## config.mk

```make
export PLATFORM = sky130hd
export DESIGN_NAME = fastq_base_run_packer
export DESIGN_NICKNAME = d
export VERILOG_FILES = /design/src/rtl/core/fbrp_pkg.sv /design/src/rtl/core/fbrp_cell.sv /design/src/rtl/core/fastq_base_run_packer.sv
export SDC_FILE = /design/constraint.sdc
export NUM_CORES = 1
export LEC_CHECK = 0
export ABC_AREA = 0
export BUFFER_PORTS_ARGS = -buffer_cell sky130_fd_sc_hd__buf_2
export CAP_MARGIN = 25
export CELL_PAD_IN_SITES_DETAIL_PLACEMENT = 2
export CELL_PAD_IN_SITES_GLOBAL_PLACEMENT = 2
export CORE_MARGIN = 1.5
export CORE_UTILIZATION = 25
export CTS_CLUSTER_DIAMETER = 100
export DETAILED_ROUTE_END_ITERATION = 7
export PLACE_DENSITY_LB_ADDON = 0.1
export SLEW_MARGIN = 40
export SYNTH_ARGS = -nofsm -noshare
export SYNTH_HDL_FRONTEND = slang
export SYNTH_SLANG_ARGS = --single-unit
```

## constraint.sdc

```tcl
create_clock -name clk -period 9.44 [get_ports clk]
set_input_delay 1.416 -clock clk [delete_from_list [all_inputs] [get_ports clk]]
set_output_delay 1.416 -clock clk [all_outputs]
set_load 0.005 [all_outputs]
```

## src/rtl/core/fbrp_pkg.sv

```systemverilog
`default_nettype none

package fbrp_pkg;

    localparam int MAX_KMER = 32;
    localparam int HELD_DEPTH = MAX_KMER - 1;

    localparam logic [7:0] ASCII_AT = 8'h40;
    localparam logic [7:0] ASCII_LF = 8'h0A;

    localparam logic [5:0] KMER_RESET = 6'd31;
    localparam logic [5:0] RUN_MAX = 6'd63;
    localparam logic [1:0] SEQ_LINE = 2'd1;

    typedef enum logic [1:0] {
        KIND_BASE = 2'd0,
        KIND_SEP  = 2'd1,
        KIND_ERR  = 2'd2
    } kind_t;

    typedef enum logic [1:0] {
        CODE_A = 2'd0,
        CODE_C = 2'd1,
        CODE_T = 2'd2,
        CODE_G = 2'd3
    } base_code_t;

    typedef enum logic {
        ST_IDLE,
        ST_FLUSH
    } state_t;

    // Shared controls that every cell of the hold chain sees.
    typedef struct packed {
        logic       shift;
        logic [1:0] wr_code;
    } cell_ctl_t;

    typedef struct packed {
        logic       is_base;
        base_code_t code;
    } base_dec_t;

    function automatic base_dec_t decode_base(input logic [7:0] b);
        base_dec_t d;
        d.is_base = 1'b1;
        d.code    = CODE_A;
        unique case (b)
            8'h41, 8'h61: d.code = CODE_A;
            8'h43, 8'h63: d.code = CODE_C;
            8'h54, 8'h74: d.code = CODE_T;
            8'h47, 8'h67: d.code = CODE_G;
            default:      d.is_base = 1'b0;
        endcase
        return d;
    endfunction

endpackage

`default_nettype wire

```

## src/rtl/core/fbrp_cell.sv

```systemverilog
`default_nettype none

module fbrp_cell (
    input  wire logic              clk,
    input  wire fbrp_pkg::cell_ctl_t ctl,
    input  wire logic              load,
    input  wire logic [1:0]        shift_in,
    output logic [1:0]             code
);
    import fbrp_pkg::*;

    logic [1:0] code_reg;
    logic [1:0] code_next;

    // A write from the front end wins; otherwise the chain moves one place
    // toward the head during a flush.
    always_comb
    begin
        code_next = code_reg;
        if (load)
        begin
            code_next = ctl.wr_code;
        end
        else if (ctl.shift)
        begin
            code_next = shift_in;
        end
    end

    always_ff @(posedge clk)
    begin
        code_reg <= code_next;
    end

    assign code = code_reg;

endmodule

`default_nettype wire

```

## src/rtl/core/fastq_base_run_packer.sv

```systemverilog
// FASTQ base run packer.
// Input: s_axis_* carries one byte of FASTQ text per transaction. Output:
// m_axis_* carries one result per transaction: a 2-bit base code, a run
// separator or a single format error; tlast marks the final result caused
// by one input byte. cfg_we/cfg_wdata write kmer_length (reset 31) and
// may be used only while the block is idle.
// An accepted byte's first result is registered and leaves in the cycle
// after it. With a ready receiver the block takes one byte per cycle. The
// byte that makes a held run reach kmer_length is the exception: the block
// enters its flush state; the held codes then leave one per cycle while
// m_axis_tready is high, head of the chain first, and its own code last.
// s_axis_tready stays low until the flush ends. Held codes sit in a row of
// 31 cells that shift toward the head while they are flushed.
// A single output register separates the two sides; while it is full and
// m_axis_tready is low, no byte is accepted and the result holds.
// Reset (rst_n low, asynchronous) returns the block to the header line with
// no open run and no first byte seen. If the first byte is not '@' one
// error result is sent and every later byte is accepted and ignored.
`default_nettype none

module fastq_base_run_packer (
    input  wire logic       clk,
    input  wire logic       rst_n,
    input  wire logic       cfg_we,
    input  wire logic [5:0] cfg_wdata,      // kmer_length
    input  wire logic       s_axis_tvalid,
    output logic            s_axis_tready,
    input  wire logic [7:0] s_axis_tdata,   // [7:0] byte_value
    output logic            m_axis_tvalid,
    input  wire logic       m_axis_tready,
    output logic [7:0]      m_axis_tdata,   // [1:0] item_kind, [3:2] base_code, [7:4] zero
    output logic            m_axis_tlast    // last_of_burst
);
    import fbrp_pkg::*;

    state_t     state_reg, state_next;
    logic [5:0] kmer_reg;
    logic [1:0] line_reg, line_next;
    logic [5:0] run_len_reg, run_len_next;
    logic       seen_reg, seen_next;
    logic       failed_reg, failed_next;
    logic       streaming_reg, streaming_next;
    logic [5:0] flush_cnt_reg, flush_cnt_next;
    logic [1:0] pend_code_reg, pend_code_next;

    logic       out_valid_reg, out_valid_next;
    kind_t      out_kind_reg, out_kind_next;
    logic [1:0] out_code_reg, out_code_next;
    logic       out_last_reg, out_last_next;

    logic       out_free;
    logic       in_fire;
    logic [5:0] k_eff;
    logic [5:0] new_len;
    base_dec_t  dec;
    logic       go_flush;
    logic       cell_wr;

    cell_ctl_t  cell_ctl;
    logic [1:0] chain [HELD_DEPTH];

    assign out_free      = !out_valid_reg || m_axis_tready;
    assign s_axis_tready = (state_reg == ST_IDLE) && out_free;
    assign in_fire       = s_axis_tvalid && s_axis_tready;

    assign dec     = decode_base(s_axis_tdata);
    assign new_len = (run_len_reg < RUN_MAX) ? run_len_reg + 6'd1 : RUN_MAX;

    always_comb
    begin
        if (kmer_reg == 6'd0)
        begin
            k_eff = 6'd1;
        end
        else if (kmer_reg > 6'(MAX_KMER))
        begin
            k_eff = 6'(MAX_KMER);
        end
        else
        begin
            k_eff = kmer_reg;
        end
    end

    // Classification of the accepted byte, valid only with in_fire.
    logic on_seq;
    logic bad_first;
    assign bad_first = !failed_reg && !seen_reg && (s_axis_tdata != ASCII_AT);
    assign on_seq    = !failed_reg && !bad_first && (line_reg == SEQ_LINE);
    assign go_flush  = in_fire && on_seq && dec.is_base && !streaming_reg
                       && (new_len >= k_eff) && (run_len_reg != 6'd0);
    assign cell_wr   = in_fire && on_seq && dec.is_base && !streaming_reg
                       && (new_len < k_eff);

    always_comb
    begin
        state_next = state_reg;
        unique case (state_reg)
            ST_IDLE:
            begin
                if (go_flush)
                begin
                    state_next = ST_FLUSH;
                end
            end
            ST_FLUSH:
            begin
                if (out_free && (flush_cnt_reg == 6'd0))
                begin
                    state_next = ST_IDLE;
                end
            end
            default: state_next = ST_IDLE;
        endcase
    end

    always_comb
    begin
        line_next      = line_reg;
        run_len_next   = run_len_reg;
        seen_next      = seen_reg;
        failed_next    = failed_reg;
        streaming_next = streaming_reg;
        flush_cnt_next = flush_cnt_reg;
        pend_code_next = pend_code_reg;
        out_valid_next = out_valid_reg && !m_axis_tready;
        out_kind_next  = out_kind_reg;
        out_code_next  = out_code_reg;
        out_last_next  = out_last_reg;
        cell_ctl.shift   = 1'b0;
        cell_ctl.wr_code = dec.code;

        unique case (state_reg)
            ST_IDLE:
            begin
                if (in_fire && !failed_reg)
                begin
                    seen_next = 1'b1;
                    if (bad_first)
                    begin
                        failed_next    = 1'b1;
                        out_valid_next = 1'b1;
                        out_kind_next  = KIND_ERR;
                        out_code_next  = 2'd0;
                        out_last_next  = 1'b1;
                    end
                    else
                    begin
                        if (on_seq)
                        begin
                            if (dec.is_base)
                            begin
                                run_len_next = new_len;
                                if (streaming_reg || (new_len >= k_eff))
                                begin
                                    streaming_next = 1'b1;
                                    if (go_flush)
                                    begin
                                        flush_cnt_next = run_len_reg;
                                        pend_code_next = dec.code;
                                    end
                                    else
                                    begin
                                        out_valid_next = 1'b1;
                                        out_kind_next  = KIND_BASE;
                                        out_code_next  = dec.code;
                                        out_last_next  = 1'b1;
                                    end
                                end
                            end
                            else
                            begin
                                if (streaming_reg)
                                begin
                                    out_valid_next = 1'b1;
                                    out_kind_next  = KIND_SEP;
                                    out_code_next  = 2'd0;
                                    out_last_next  = 1'b1;
                                end
                                run_len_next   = 6'd0;
                                streaming_next = 1'b0;
                            end
                        end
                        if (s_axis_tdata == ASCII_LF)
                        begin
                            line_next = line_reg + 2'd1;
                        end
                    end
                end
            end
            ST_FLUSH:
            begin
                if (out_free)
                begin
                    out_valid_next = 1'b1;
                    out_kind_next  = KIND_BASE;
                    if (flush_cnt_reg != 6'd0)
                    begin
                        out_code_next  = chain[0];
                        out_last_next  = 1'b0;
                        cell_ctl.shift = 1'b1;
                        flush_cnt_next = flush_cnt_reg - 6'd1;
                    end
                    else
                    begin
                        out_code_next = pend_code_reg;
                        out_last_next = 1'b1;
                    end
                end
            end
            default:
            begin
                out_valid_next = 1'b0;
            end
        endcase
    end

    genvar gi;
    generate
        for (gi = 0; gi < HELD_DEPTH; gi++)
        begin : g_cell
            logic [1:0] shift_src;
            if (gi == HELD_DEPTH - 1)
            begin : g_tail
                assign shift_src = 2'd0;
            end
            else
            begin : g_mid
                assign shift_src = chain[gi + 1];
            end
            fbrp_cell u_cell (
                .clk      (clk),
                .ctl      (cell_ctl),
                .load     (cell_wr && (run_len_reg == 6'(gi))),
                .shift_in (shift_src),
                .code     (chain[gi])
            );
        end
    endgenerate

    always_ff @(posedge clk or negedge rst_n)
    begin
        if (!rst_n)
        begin
            state_reg     <= ST_IDLE;
            kmer_reg      <= KMER_RESET;
            line_reg      <= 2'd0;
            run_len_reg   <= 6'd0;
            seen_reg      <= 1'b0;
            failed_reg    <= 1'b0;
            streaming_reg <= 1'b0;
            flush_cnt_reg <= 6'd0;
            out_valid_reg <= 1'b0;
        end
        else
        begin
            state_reg     <= state_next;
            if (cfg_we)
            begin
                kmer_reg <= cfg_wdata;
            end
            line_reg      <= line_next;
            run_len_reg   <= run_len_next;
            seen_reg      <= seen_next;
            failed_reg    <= failed_next;
            streaming_reg <= streaming_next;
            flush_cnt_reg <= flush_cnt_next;
            out_valid_reg <= out_valid_next;
        end
    end

    always_ff @(posedge clk)
    begin
        pend_code_reg <= pend_code_next;
        out_kind_reg  <= out_kind_next;
        out_code_reg  <= out_code_next;
        out_last_reg  <= out_last_next;
    end

    assign m_axis_tvalid = out_valid_reg;
    assign m_axis_tdata  = {4'd0, out_code_reg, out_kind_reg};
    assign m_axis_tlast  = out_last_reg;

    a_flush_bound: assert property (@(posedge clk) disable iff (!rst_n)
        flush_cnt_reg <= 6'(HELD_DEPTH))
        else $error("flush count exceeds hold chain depth");

    a_flush_streams: assert property (@(posedge clk) disable iff (!rst_n)
        (state_reg == ST_FLUSH) |-> streaming_reg && !failed_reg)
        else $error("flush without a streaming run");

    a_flush_start: assert property (@(posedge clk) disable iff (!rst_n)
        go_flush |=> (state_reg == ST_FLUSH) && (flush_cnt_reg != 6'd0))
        else $error("flush did not start with held codes");

endmodule

`default_nettype wire
```

==> flow_summary.json <==
{
  "outcome": "completed",
  "htree_levels": 3,
  "p_leak_nw": 2.52,
  "synth_mux_area_share_pct": 14.6,
  "synth-simple-area-share_pct": 21.8,
  "synth-async-reset-ratio_pct": 26.6,
  "slew_violations": 0,
  "cts_buffers": 9,
  "drive_gt1_share_pct": 21.3,
  "clkTransAtPathRegs_ps": 80,
  "timing_worst_setup_path_type": "reg -> reg",
  "vias_per_cell": 4.88,
  "seq_area_frac_synth_pct": 47.7,
  "avgRoutedWirePerCell_um": 20.2,
  "cp-start-kind": "flip-flop",
  "rsz0062_at_grt": "no",
  "dp_slack_ps": 5110,
  "place_area_mm2": 0.00603,
  "antenna_found_initial": 0,
  "yosys.area_share.xor_xnor_pct": 0.618,
  "tns_ps": 0,
  "seq_area_mm2": 0.00270,
  "num_rows": 54,
  "post_layout_nonfiller_instances": 773,
  "path_max_fanout": 16,
  "dp_hpwl_um": 10900,
  "synth_top_area_share_pct": 36.5,
  "die_h_um": 154,
  "drt-total-wl_um": 15600,
  "ctsResizeCount": 0,
  "yosysUniqueCellTypes": 58,
  "clockBufferDepth": 2,
  "crit_path_end": "g_cell[5].u_cell.code[0]",
  "grt_pass1_vias": 4291,
  "postCtsSetupRepairBufs": 0,
  "ys_ff_latch": 94,
  "cts_tree": "done",
  "required_ps": 9480,
  "maxCapViolCount": 0,
  "cp-end-kind": "flip-flop",
  "hold_path_class": "reg -> reg",
  "hold_violations": 0,
  "synthAdderAreaFrac_pct": 2.87,
  "ant_nets": 0,
  "multi_input_area_mm2": 0.00275,
  "grt_use_total_pct": 14.1,
  "fin_crit_sh_pct": 45.6,
  "grt_max_degree": 37,
  "final_common_cell": "edfxtp_1",
  "clkLatencyLatePin_ps": 360,
  "synth_area_leaders": "edfxtp_1, mux2_1, dfrtp_1, nor3_4, nand3_1",
  "vdd_ir_drop_max_uv": 69.2,
  "power_uw": 848,
  "synth_edf_count": 69,
  "finalCriticalPeriod_ps": 4300,
  "holdBufCountCts": 0,
  "maxSlewHeadroom_pct": 49.3,
  "yosys.area.top_type": "edfxtp_1",
  "syn_area_per_cell_um2": 11.7,
  "holdWs_ps": 487,
  "die_w_um": 154,
  "insertedDiodeCount": 0,
  "core-area_mm2": 0.0220,
  "clock.fmax_ghz": 0.233,
  "most-common-layout-cells": "edfxtp_1, mux2_1, nand3_1",
  "netlist_instances": 483,
  "ys_warn_count": 0,
  "dr.first_iter.drc_count": 141,
  "io-pin-count": 30,
  "grt_overflow": 0,
  "start_util_pct": 25.7,
  "n_fill_cell": 2384,
  "r2r_slack_ps": 5140,
  "vias": 3771,
  "io_buffer_count": 25,
  "postLayoutCoreUtil_pct": 28.8,
  "syn-cell-area_mm2": 0.00567,
  "fin_nets": 520,
  "cts_root_buf": "clkbuf_16",
  "syn2layout_area_growth_pct": 11.7,
  "clock_skew_ps": 14.9,
  "grt_pass1_wl_um": 25500,
  "cp-startpoint": "run_len_reg[0]",
  "place_inst": 757,
  "synth-compound-area-share_pct": 7.79,
  "synth_ff_type": "edfxtp_1",
  "r2r_cells": 13,
  "r2r_end": "g_cell[5].u_cell.code[0]",
  "final_area_mm2": 0.00633,
  "setup_violations": 0,
  "largest_register_ffs": 62,
  "tightest_slew_ps": 758,
  "route.detailed.drc": 0,
  "r2r-start": "run_len_reg[0]",
  "clock-sinks": 94,
  "die_area_mm2": 0.0236,
  "p_per_area_mw_per_mm2": 134,
  "routabilityCongestion": 0.704,
  "synth_top_family_by_area": "simple AND/OR/NAND/NOR gates",
  "timing.final.ws_setup_ps": 5140,
  "worstPathArrival_ps": 4340,
  "drtPass1Iterations": 4
}
==> cells in the mapped netlist, types with 2 or more instances <==
master / number
and3_1: 6
nor3_4: 29
dfrtp_1: 20
a31o_2: 2
nor4b_1: 2
nand2b_1: 8
o21a_1: 3
o22ai_1: 2
mux2i_1: 6
mux2_2: 7
a31oi_1: 2
nand2_1: 28
nand3_1: 35
nor3_1: 6
buf_1: 5
buf_2: 8
mux2_1: 60
o221ai_1: 2
nand4_1: 7
buf_6: 6
nor2_2: 2
a21oi_1: 12
o21ai_1: 33
nor2_1: 22
inv_1: 11
xnor2_1: 3
buf_4: 4
ha_1: 13
nor3_2: 2
o21ai_0: 10
dfstp_2: 5
clkbuf_1: 17
nor2b_1: 12
edfxtp_1: 69
==> critical path: stages (launching register included) <==
cell      delay [ps]
dfrtp_1          500
ha_1             340
and3_1           320
nand3_1          250
nand2_1          150
ha_1             250
a21oi_1          150
o21a_1           210
nand3b_4         260
buf_12           270
buf_12           180
or2_1            480
buf_4            330
o21ai_1          250
==> area by class of cell <==
type	count	share of cell area (%)
Inverter	11	0.652
Sequential cell	94	42.7
Clock inverter	7	0.988
Tap cell	280	5.53
Timing Repair Buffer	31	3.14
Multi-Input combinational cell	341	43.5
Clock buffer	9	3.56
==> worst min-delay path by stage <==
| stage | cells past startpoint | startpoint | slack (ps) | to |
|---|---|---|---|---|
| after floorplan | 1 | line_reg[0] | 450 | line_reg[0] |
| after global placement | 1 | line_reg[0] | 460 | line_reg[0] |
| after detailed placement | 1 | line_reg[0] | 480 | line_reg[0] |
| after CTS | 1 | line_reg[0] | 500 | line_reg[0] |
| after global routing | 1 | line_reg[0] | 510 | line_reg[0] |
| final | 1 | line_reg[0] | 490 | line_reg[0] |
==> cells by family (layout without fill, tap and decap cells) <==
kind of cell | after synthesis | after routing
AOI/OAI and AO/OA | 76 | 76
DFF | 94 | 94
adders and majority gates | 13 | 13
xor gates and xnor gates | 4 | 4
buffers and inverters | 51 | 58
other | 1 | 4
and+or+nand+nor | 170 | 170
muxes | 74 | 74
==> power breakdown <==
| part | internal [mW] | switching [mW] | leakage, nW | total, mW |
|---|---|---|---|---|
| clock network | 0.185 | 0.185 | 0.133 | 0.369 |
| registers | 0.444 | 0.00294 | 0.892 | 0.447 |
| logic | 0.0126 | 0.0197 | 1.50 | 0.0323 |
==> per-layer routing <==
metal | global-route usage [%] | vias to the layer above | wire, um
met1 | 19.0 | 1912 | 7530
met4 | 4.62 | 0 | 225
met5 | 0 | - | 0
met2 | 23.3 | 47 | 7460
li1 | - | 1796 | -
met3 | 1.80 | 16 | 395
Power figures use the tool's default switching activity.
